--- config.mk ---
export PLATFORM = sky130hd
export DESIGN_NAME = sequence_convolution_top_flat
export DESIGN_NICKNAME = d
export VERILOG_FILES = /design/src/sv/sconv_pkg.sv /design/src/sv/sconv_in_if.sv /design/src/sv/sconv_out_if.sv /design/src/sv/sconv_dp.sv /design/src/sv/sconv_ctrl.sv /design/src/sv/sequence_convolution_top.sv /design/src/flat_wrapper.sv
export SDC_FILE = /design/constraint.sdc
export NUM_CORES = 2
export LEC_CHECK = 0
export ABC_AREA = 0
export BUFFER_PORTS_ARGS = -buffer_cell sky130_fd_sc_hd__buf_2
export CAP_MARGIN = 20
export CELL_PAD_IN_SITES_DETAIL_PLACEMENT = 1
export CELL_PAD_IN_SITES_GLOBAL_PLACEMENT = 1
export CORE_ASPECT_RATIO = 1.5
export CORE_MARGIN = 5
export CORE_UTILIZATION = 50
export DETAILED_ROUTE_END_ITERATION = 6
export PLACE_DENSITY = 0.78
export REMOVE_ABC_BUFFERS = 1
export SYNTH_ARGS = -nofsm -noshare
export SYNTH_HDL_FRONTEND = slang
export SYNTH_HIERARCHICAL = 1
export SYNTH_SLANG_ARGS = --single-unit
export TNS_END_PERCENT = 20
--- constraint.sdc ---
create_clock -name clk_i -period 6.4 [get_ports clk_i]
set_input_delay 0 -clock clk_i [delete_from_list [all_inputs] [get_ports clk_i]]
set_output_delay 0 -clock clk_i [all_outputs]
set_load 0.01 [all_outputs]
--- src/sv/sconv_pkg.sv ---
package sconv_pkg;

  localparam int unsigned ElemW = 16;
  localparam int unsigned ProdW = 32;
  localparam int unsigned SumW  = 37;

  typedef enum logic {
    OP_TAP    = 1'b0,
    OP_SAMPLE = 1'b1
  } op_e;

  typedef enum logic [2:0] {
    ST_IDLE,
    ST_MAC,
    ST_DRAIN1,
    ST_DRAIN2,
    ST_EMIT,
    ST_FL_RD,
    ST_FL_EMIT
  } state_e;

  typedef struct packed {
    logic tap_wr;
    logic smp_load;
    logic mac_issue;
    logic emit_y;
    logic fl_emit;
    logic run_clr;
  } cmd_t;

  typedef struct packed {
    logic taps_done;
    logic k_at_end;
    logic single;
    logic smp_last;
    logic flush_end;
    logic out_free;
  } sts_t;

endpackage

--- src/sv/sconv_in_if.sv ---
interface sconv_in_if;
  logic                                   valid;
  logic                                   ready;
  logic                                   operation;
  logic signed [sconv_pkg::ElemW-1:0]     element_value;
  logic                                   is_last;

  modport source (output valid, output operation, output element_value, output is_last,
                  input ready);
  modport sink   (input valid, input operation, input element_value, input is_last,
                  output ready);
endinterface

--- src/sv/sconv_out_if.sv ---
interface sconv_out_if;
  logic                                  valid;
  logic                                  ready;
  logic signed [sconv_pkg::SumW-1:0]     sum_value;
  logic                                  last_of_run;

  modport source (output valid, output sum_value, output last_of_run, input ready);
  modport sink   (input valid, input sum_value, input last_of_run, output ready);
endinterface

--- src/sv/sconv_dp.sv ---
module sconv_dp #(
  parameter int unsigned MAX_TAPS = 32
) (
  input  logic                                clk_i,
  input  logic                                rst_ni,
  input  sconv_pkg::cmd_t                     cmd_i,
  output sconv_pkg::sts_t                     sts_o,
  input  logic signed [sconv_pkg::ElemW-1:0]  element_value_i,
  input  logic                                is_last_i,
  output logic                                out_valid_o,
  input  logic                                out_ready_i,
  output logic signed [sconv_pkg::SumW-1:0]   sum_value_o,
  output logic                                last_of_run_o
);

  localparam int unsigned IdxW = (MAX_TAPS > 1) ? $clog2(MAX_TAPS) : 1;
  localparam int unsigned CntW = $clog2(MAX_TAPS + 1);

  logic signed [sconv_pkg::ElemW-1:0] tap_mem [MAX_TAPS];
  logic signed [sconv_pkg::SumW-1:0]  ps_mem  [MAX_TAPS];
  logic [MAX_TAPS-1:0]                ps_vld_q;

  logic [CntW-1:0] tap_count_q;
  logic            taps_done_q;
  logic [IdxW-1:0] k_q;
  logic [CntW-1:0] n_m1;
  logic            tap_room;
  logic            flush_end;

  logic signed [sconv_pkg::ElemW-1:0] x_q;
  logic                               last_q;
  logic signed [sconv_pkg::ElemW-1:0] tap_rd_q;
  logic signed [sconv_pkg::SumW-1:0]  ps_rd_q;
  logic                               ps_vld_rd_q;
  logic signed [sconv_pkg::SumW-1:0]  ps_rd_eff;

  logic                               v1_q, v2_q;
  logic [IdxW-1:0]                    idx1_q, idx2_q;
  logic signed [sconv_pkg::ProdW-1:0] prod_q;
  logic signed [sconv_pkg::SumW-1:0]  ps2_q;
  logic signed [sconv_pkg::SumW-1:0]  sum3;
  logic                               ps_we;
  logic [IdxW-1:0]                    ps_wa;
  logic                               ps_end;
  logic signed [sconv_pkg::SumW-1:0]  y_q;

  logic                               out_valid_q;
  logic signed [sconv_pkg::SumW-1:0]  out_sum_q;
  logic                               out_last_q;
  logic                               out_free;

  assign n_m1      = tap_count_q - CntW'(1);
  assign tap_room  = tap_count_q < CntW'(MAX_TAPS);
  assign flush_end = ((CntW+1)'(k_q) + (CntW+1)'(2)) == (CntW+1)'(tap_count_q);
  assign ps_rd_eff = ps_vld_rd_q ? ps_rd_q : '0;
  assign sum3      = ps2_q + sconv_pkg::SumW'(prod_q);
  assign ps_we     = v2_q && (idx2_q != '0);
  assign ps_wa     = idx2_q - IdxW'(1);
  assign ps_end    = v2_q && (CntW'(idx2_q) == n_m1);
  assign out_free  = !out_valid_q || out_ready_i;

  always_ff @(posedge clk_i or negedge rst_ni) begin
    if (!rst_ni) begin
      tap_count_q <= '0;
      taps_done_q <= 1'b0;
    end else if (cmd_i.run_clr) begin
      tap_count_q <= '0;
      taps_done_q <= 1'b0;
    end else if (cmd_i.tap_wr) begin
      if (tap_room) begin
        tap_count_q <= tap_count_q + CntW'(1);
      end
      if (is_last_i) begin
        taps_done_q <= 1'b1;
      end
    end
  end

  always_ff @(posedge clk_i or negedge rst_ni) begin
    if (!rst_ni) begin
      k_q <= '0;
    end else if (cmd_i.smp_load || cmd_i.emit_y) begin
      k_q <= '0;
    end else if (cmd_i.mac_issue || cmd_i.fl_emit) begin
      k_q <= k_q + IdxW'(1);
    end
  end

  always_ff @(posedge clk_i) begin
    if (cmd_i.smp_load) begin
      x_q    <= element_value_i;
      last_q <= is_last_i;
    end
  end

  always_ff @(posedge clk_i) begin
    if (cmd_i.tap_wr && tap_room) begin
      tap_mem[tap_count_q[IdxW-1:0]] <= element_value_i;
    end
    tap_rd_q <= tap_mem[k_q];
  end

  always_ff @(posedge clk_i) begin
    if (ps_we) begin
      ps_mem[ps_wa] <= sum3;
    end
    ps_rd_q     <= ps_mem[k_q];
    ps_vld_rd_q <= ps_vld_q[k_q];
  end

  always_ff @(posedge clk_i or negedge rst_ni) begin
    if (!rst_ni) begin
      ps_vld_q <= '0;
    end else if (cmd_i.run_clr) begin
      ps_vld_q <= '0;
    end else begin
      if (ps_we) begin
        ps_vld_q[ps_wa] <= 1'b1;
      end
      if (ps_end) begin
        ps_vld_q[idx2_q] <= 1'b0;
      end
    end
  end

  always_ff @(posedge clk_i or negedge rst_ni) begin
    if (!rst_ni) begin
      v1_q <= 1'b0;
      v2_q <= 1'b0;
    end else begin
      v1_q <= cmd_i.mac_issue;
      v2_q <= v1_q;
    end
  end

  always_ff @(posedge clk_i) begin
    idx1_q <= k_q;
    idx2_q <= idx1_q;
    prod_q <= sconv_pkg::ProdW'(x_q) * sconv_pkg::ProdW'(tap_rd_q);
    ps2_q  <= ps_rd_eff;
    if (v2_q && (idx2_q == '0)) begin
      y_q <= sum3;
    end
  end

  always_ff @(posedge clk_i or negedge rst_ni) begin
    if (!rst_ni) begin
      out_valid_q <= 1'b0;
    end else if (cmd_i.emit_y || cmd_i.fl_emit) begin
      out_valid_q <= 1'b1;
    end else if (out_ready_i) begin
      out_valid_q <= 1'b0;
    end
  end

  always_ff @(posedge clk_i) begin
    if (cmd_i.emit_y) begin
      out_sum_q  <= y_q;
      out_last_q <= last_q && (tap_count_q == CntW'(1));
    end else if (cmd_i.fl_emit) begin
      out_sum_q  <= ps_rd_eff;
      out_last_q <= flush_end;
    end
  end

  assign out_valid_o   = out_valid_q;
  assign sum_value_o   = out_sum_q;
  assign last_of_run_o = out_last_q;

  always_comb begin
    sts_o.taps_done = taps_done_q;
    sts_o.k_at_end  = CntW'(k_q) == n_m1;
    sts_o.single    = tap_count_q == CntW'(1);
    sts_o.smp_last  = last_q;
    sts_o.flush_end = flush_end;
    sts_o.out_free  = out_free;
  end

endmodule

--- src/sv/sconv_ctrl.sv ---
module sconv_ctrl (
  input  logic            clk_i,
  input  logic            rst_ni,
  input  logic            in_valid_i,
  input  logic            operation_i,
  output logic            in_ready_o,
  input  sconv_pkg::sts_t sts_i,
  output sconv_pkg::cmd_t cmd_o
);

  sconv_pkg::state_e state_q, state_d;

  always_ff @(posedge clk_i or negedge rst_ni) begin
    if (!rst_ni) begin
      state_q <= sconv_pkg::ST_IDLE;
    end else begin
      state_q <= state_d;
    end
  end

  always_comb begin
    state_d    = state_q;
    cmd_o      = '0;
    in_ready_o = 1'b0;
    unique case (state_q)
      sconv_pkg::ST_IDLE: begin
        in_ready_o = 1'b1;
        if (in_valid_i) begin
          if (operation_i == sconv_pkg::OP_TAP) begin
            cmd_o.tap_wr = !sts_i.taps_done;
          end else if (sts_i.taps_done) begin
            cmd_o.smp_load = 1'b1;
            state_d        = sconv_pkg::ST_MAC;
          end
        end
      end
      sconv_pkg::ST_MAC: begin
        cmd_o.mac_issue = 1'b1;
        if (sts_i.k_at_end) begin
          state_d = sconv_pkg::ST_DRAIN1;
        end
      end
      sconv_pkg::ST_DRAIN1: begin
        state_d = sconv_pkg::ST_DRAIN2;
      end
      sconv_pkg::ST_DRAIN2: begin
        state_d = sconv_pkg::ST_EMIT;
      end
      sconv_pkg::ST_EMIT: begin
        if (sts_i.out_free) begin
          cmd_o.emit_y = 1'b1;
          if (!sts_i.smp_last) begin
            state_d = sconv_pkg::ST_IDLE;
          end else if (sts_i.single) begin
            cmd_o.run_clr = 1'b1;
            state_d       = sconv_pkg::ST_IDLE;
          end else begin
            state_d = sconv_pkg::ST_FL_RD;
          end
        end
      end
      sconv_pkg::ST_FL_RD: begin
        state_d = sconv_pkg::ST_FL_EMIT;
      end
      sconv_pkg::ST_FL_EMIT: begin
        if (sts_i.out_free) begin
          cmd_o.fl_emit = 1'b1;
          if (sts_i.flush_end) begin
            cmd_o.run_clr = 1'b1;
            state_d       = sconv_pkg::ST_IDLE;
          end else begin
            state_d = sconv_pkg::ST_FL_RD;
          end
        end
      end
      default: begin
        state_d = sconv_pkg::ST_IDLE;
      end
    endcase
  end

endmodule

--- src/sv/sequence_convolution_top.sv ---
// channel  | dir | payload                                | beat
// in_i     | in  | operation, element_value, is_last      | one tap or one sample
// out_o    | out | sum_value, last_of_run                 | one convolution output
//
// A tap beat is taken while idle. A sample beat with n stored taps steps all n
// through the single multiplier and the one-read-port partial-sum memory, plus the output slot.
// Last sample: each flushed result takes a memory read, then an output load.
// Reset clears counters, valid bits and the controller; tap storage is not cleared.
// in_i.ready is high only while idle; a stalled out_o holds the controller in place.
module sequence_convolution_top #(
  parameter int unsigned MAX_TAPS = 32
) (
  input  logic        clk_i,
  input  logic        rst_ni,
  sconv_in_if.sink    in_i,
  sconv_out_if.source out_o
);

  sconv_pkg::cmd_t cmd;
  sconv_pkg::sts_t sts;
  logic            in_ready;

  sconv_ctrl u_ctrl (
    .clk_i       (clk_i),
    .rst_ni      (rst_ni),
    .in_valid_i  (in_i.valid),
    .operation_i (in_i.operation),
    .in_ready_o  (in_ready),
    .sts_i       (sts),
    .cmd_o       (cmd)
  );

  sconv_dp #(
    .MAX_TAPS (MAX_TAPS)
  ) u_dp (
    .clk_i           (clk_i),
    .rst_ni          (rst_ni),
    .cmd_i           (cmd),
    .sts_o           (sts),
    .element_value_i (in_i.element_value),
    .is_last_i       (in_i.is_last),
    .out_valid_o     (out_o.valid),
    .out_ready_i     (out_o.ready),
    .sum_value_o     (out_o.sum_value),
    .last_of_run_o   (out_o.last_of_run)
  );

  assign in_i.ready = in_ready;

endmodule

--- src/flat_wrapper.sv ---
// flat-port wrapper written by rule: the top's interface ports become plain ports
module sequence_convolution_top_flat 
#(
  parameter int unsigned MAX_TAPS = 32
)
  (clk_i, rst_ni, in_i_valid, in_i_operation, in_i_element_value, in_i_is_last, in_i_ready, out_o_valid, out_o_sum_value, out_o_last_of_run, out_o_ready);
  sconv_in_if in_i_i ();
  sconv_out_if out_o_i ();
  input  logic clk_i;
  input  logic rst_ni;
  input wire logic [$bits(in_i_i.valid)-1:0] in_i_valid;
  input wire logic [$bits(in_i_i.operation)-1:0] in_i_operation;
  input wire logic [$bits(in_i_i.element_value)-1:0] in_i_element_value;
  input wire logic [$bits(in_i_i.is_last)-1:0] in_i_is_last;
  output wire logic [$bits(in_i_i.ready)-1:0] in_i_ready;
  output wire logic [$bits(out_o_i.valid)-1:0] out_o_valid;
  output wire logic [$bits(out_o_i.sum_value)-1:0] out_o_sum_value;
  output wire logic [$bits(out_o_i.last_of_run)-1:0] out_o_last_of_run;
  input wire logic [$bits(out_o_i.ready)-1:0] out_o_ready;
  assign in_i_i.valid = in_i_valid;
  assign in_i_i.operation = in_i_operation;
  assign in_i_i.element_value = in_i_element_value;
  assign in_i_i.is_last = in_i_is_last;
  assign in_i_ready = in_i_i.ready;
  assign out_o_valid = out_o_i.valid;
  assign out_o_sum_value = out_o_i.sum_value;
  assign out_o_last_of_run = out_o_i.last_of_run;
  assign out_o_i.ready = out_o_ready;
  sequence_convolution_top #(.MAX_TAPS(MAX_TAPS)) u_core (.clk_i(clk_i), .rst_ni(rst_ni), .in_i(in_i_i), .out_o(out_o_i));
endmodule
==> out/results.env <==
CORE.ROWCOUNT=185
GRT_PASS1_VIAS=50689
FF_LATCH_AREA_MM2=0.0576
RELATIVE_SLEW_MARGINS_PCT=21.2
NFILLCELLS=15058
CRIT_SLOWEST_CELL='dfxtp_1'
CRITICAL_PATH.ENDPOINT_TYPE='register'
HOLD_START='out_o_ready'
WORSTHOLDPATHTYPE='input pin to register'
YOSYSWARNINGCOUNT=6
FINAL_AREA_MM2=0.0958
POST-PLACE-CELLS=7136
IO_PINS=62
DETAIL_ROUTE.WIRELENGTH_MM=232
SYNTH_MOST_COMMON_CELL='edfxtp_1'
LONGEST_CLK_PATH_BUFS=3
FLOORPLAN.INITIALDENSITY_PCT=50.4
HOLD_VIOL=0
MULTI_INPUT_AREA_MM2=0.0263
CRIT_ARRIVAL_NS=6.81
DETAIL_ROUTE.DRC_VIOLATIONS=0
CTS_TREE='done'
POSTSYNTH.TOPFLOPCELL='edfxtp_1'
WORST_PATH_DOMINANT_CELL_FAMILY='adder cells'
FP.DIEH_UM=516
DETAILROUTE.VIA_COUNT=46159
CP_CELL_SEQUENCE='buf_4, nand2_1, fa_1, inv_1, fa_1, fa_1, fa_1, fa_1, inv_1, fa_1, inv_1, ha_1, a21o_1, a21o_1, a21oi_1, o21ai_2, o31a_1, a211o_1, a21oi_2, xnor2_1'
REG2REG_FROM='u_core/u_dp/tap_rd_q[9]'
PIN_COUNT_OF_THE_BIGGEST_NET_ENTERING_GLOBAL_ROUTING=111
CLOCK_TREE.ROOT_CELL='clkbuf_16'
FIRST_PASS_ITERS=5
SYN2LAYOUT_AREA_GROWTH_PCT=12.1
NUMBER_OF_DRC_MARKERS_AFTER_THE_INITIAL_DETAILED_ROUTE_ITERATION=4527
FIN_CELLS=7506
CLOCK_INSERTION_DELAY_WORST_SKEW_NS=0.85
SHARE_OF_POST_ROUTE_CELLS_WITH_DRIVE_STRENGTH_ABOVE_1_PCT=18.8
IO_BUFFER_COUNT=61
CTS_BUFFERS=174
GLOBALROUTE.TOTALOVERFLOW=0
FLOORPLAN.DIE.WIDTH_UM=348
GR-USAGE-ALL-LAYERS_PCT=25.9
CORE_AREA_MM2=0.170
SYNTH_SEQ_CELLS=1971
CELL_TYPE_WITH_THE_LARGEST_TOTAL_AREA_AFTER_SYNTHESIS='edfxtp_1'
GRT_FIRST_PASS_WIRELENGTH_MM=342
R2R-END='u_core/u_dp/prod_q[24]'
WORST_SLEW_PIN_SLEW_NS=1.18
SYNTHESIS.AREA_MM2=0.0855
SYNTH_EDF_COUNT=1788
TIMING.CRITICAL_PATH.REQUIRED_NS=7.13
CRITICAL_PATH.MAX_FANOUT=12
MAXCAPVIOLATIONS=0
CLOCK_SKEW_NS=0.0602
CTS.HTREE.LEVELS=4
WORSTSETUPPATHTYPE='register to register'
ASYNC_FLOP_SHARE_PCT=2.54
SYNTH_TOP_CELLS_BY_AREA='edfxtp_1 63%, mux4_2 9.1%, fa_1 6.2%'
HOLDPATHSTAGES=4
PROPORTION_OF_NETLIST_AREA_HELD_BY_THE_LARGEST_AREA_CONTRIBUTOR_PCT=62.8
NUMBER_OF_INSTANCES_IN_THE_SYNTHESIZED_NETLIST=4885
HOLD-PATH-ENDPOINT='u_core/u_dp/out_valid_o'
CTS.CLK_SLEW.WORST_PATHS_NS=0.06
SYNTH.DISTINCT_CELLS=77
STATUS='completed'
SETUP_REPAIR_AFTER_GLOBAL_ROUTING_MISSED_ITS_MARGIN='no'
DIE_AREA_MM2=0.179
REG2REG_SLACK_NS=0.31
TIMING.SETUP.TNS_NS=0
CRITICAL-PATH-MAX-STAGE-DELAY_NS=0.68
DETAILED_PLACE.AREA_MM2=0.0895
REG2REGPATHDEPTH=20
NNETSFINAL=5518
CLKSINKCOUNT=1971
CRITPATHMOSTFREQUENTCELL='fa_1'
DRT-VIAS-PER-INSTANCE=6.15
GRT_ANTENNA_BEFORE_REPAIR=4
SEQ_AREA_FRAC_SYNTH_PCT=67.4
PLACE.DETAILED.HPWL_MM=135
TIMING.CRITICAL_PATH.FROM_TYPE='register'
HOLD_SLACK_NS=0.169
ANT_NETS=0
GP_CONGESTION=0.840
TIMING_MAX_TRANSITION_VIOLATIONS_FINAL=0
SETUP_VIOL=0
WL_PER_CELL_UM=30.9
POST_SYNTH.CELL_AREA_AVG_UM2=17.5
SYNTHTOPCELLSBYCOUNT='1788 x edfxtp_1, 346 x mux4_2, 318 x inv_1'
FINAL_PERIOD_MINUS_WORST_SETUP_SLACK_NS=6.09
WORST-PATH-BUF-INV=4
ACHIEVABLE-FREQUENCY_MHz=164
FIN_CRIT_SH_PCT=95.1
[kinds of logic after synthesis]
group,after synthesis,synth area share (%)
muxes,679,13.1
adders and majority gates,388,7.99
AOI/OAI and AO/OA,499,4.01
other,1,0.00439
and+or+nand+nor,696,3.94
xor gates and xnor gates,92,0.943
DFF,1971,67.4
buffers and inverters,559,2.62
[routing by layer]
metal	routed length [um]	GRT usage, %
met3	14800	3.21
met5	17	0
met1	84100	32.0
met4	11100	10.7
met2	122000	46.3
[cells in the final DEF (no fill, tap or decap), types with 25 or more instances in the layout]
cell           count
a211oi_1          47
a21oi_1          103
and2_1           166
buf_2             61
buf_4            137
clkbuf_1          33
clkbuf_16        175
clkinv_1          30
clkinv_2          38
conb_1            37
dfrtp_1           45
dfxtp_1          129
dlygate4sd3_1     25
edfxtp_1        1788
fa_1             263
ha_1             125
inv_1            318
mux2_2            40
mux2i_1          293
mux4_2           346
nand2_1          201
nor2_1           162
o21ai_0           93
o221ai_1          48
o22ai_1           51
o31a_1            31
xnor2_1           40
[layout make-up]
class / count / share of cell area, %
sequential: 1971 / 60.1
multi-input combinational: 2391 / 27.4
clock buffer: 218 / 4.84
tap: 2244 / 2.93
timing repair buffer: 252 / 2.14
clock inverter: 111 / 1.30
inverter: 318 / 1.25
antenna: 1 / 0.00261
[per-stage QoR]
step / setup slack (ns) / utilization (%)
final: 0.314 / 56.5
after global routing: 0.00182 / 56.5
after CTS: 0.164 / 56.4
after detailed placement: 0.161 / 52.7
after global placement: 0.314 / 52.7
after floorplan: -14.47 / -
[sequential cells by signal, indices dropped and copies added, names as in the netlist]
name and count:
u_core/u_dp/sum_value_o 37, u_core/u_dp/idx1_q 5, u_core/u_dp/last_q 1, u_core/u_dp/y_q 37, u_core/u_dp/tap_rd_q 16, u_core/u_dp/v2_q 1, u_core/u_dp/out_valid_o 1, u_core/u_dp/prod_q 32
u_core/u_dp/ps2_q 37, u_core/u_dp/v1_q 1, u_core/u_ctrl/state_q 3, u_core/u_dp/tap_mem 512, u_core/u_dp/k_q 5, u_core/u_dp/ps_mem 1184, u_core/u_dp/x_q 16, u_core/u_dp/taps_done_q 1
u_core/u_dp/ps_vld_rd_q 1, u_core/u_dp/last_of_run_o 1, u_core/u_dp/idx2_q 5, u_core/u_dp/ps_rd_q 37, u_core/u_dp/ps_vld_q 32, u_core/u_dp/tap_count_q 6
[timing repair]
action | 4_1_cts | 5_1_grt
gates resized for setup | 0 | 3
endpoints found under the hold margin | 608 | 0
setup endpoints to repair | 0 | 2
hold buffers | 25 | 0
buffers inserted | 0 | 2
[worst reg2reg max path, stage by stage (launching register included)]
cell and delay, ns:
dfxtp_1 0.68, buf_4 0.25, nand2_1 0.08, fa_1 0.49, inv_1 0.06, fa_1 0.49, fa_1 0.59, fa_1 0.44
fa_1 0.49, inv_1 0.05, fa_1 0.47, inv_1 0.04, ha_1 0.34, a21o_1 0.20, a21o_1 0.18, a21oi_1 0.17
o21ai_2 0.13, o31a_1 0.31, a211o_1 0.30, a21oi_2 0.16, xnor2_1 0.13
[how the worst max path moves through the flow]
stage                       startpoint                  endpoint  slack [ns]  cells after the start
3_5_place_dp        u_core/u_dp/x_q[5]    u_core/u_dp/prod_q[24]        0.16                     20
2_1_floorplan       u_core/u_dp/k_q[0]  u_core/u_dp/ps_vld_q[13]      -14.47                      7
6_report       u_core/u_dp/tap_rd_q[9]    u_core/u_dp/prod_q[24]        0.31                     20
5_1_grt             u_core/u_dp/x_q[7]    u_core/u_dp/prod_q[31]       0.002                     23
3_3_place_gp        u_core/u_dp/x_q[7]    u_core/u_dp/prod_q[31]        0.31                     23
4_1_cts             u_core/u_dp/x_q[5]    u_core/u_dp/prod_q[24]        0.16                     20
Power is not shown: default switching activity piles up to over one toggle a cycle in this logic, so the estimate is an artifact.
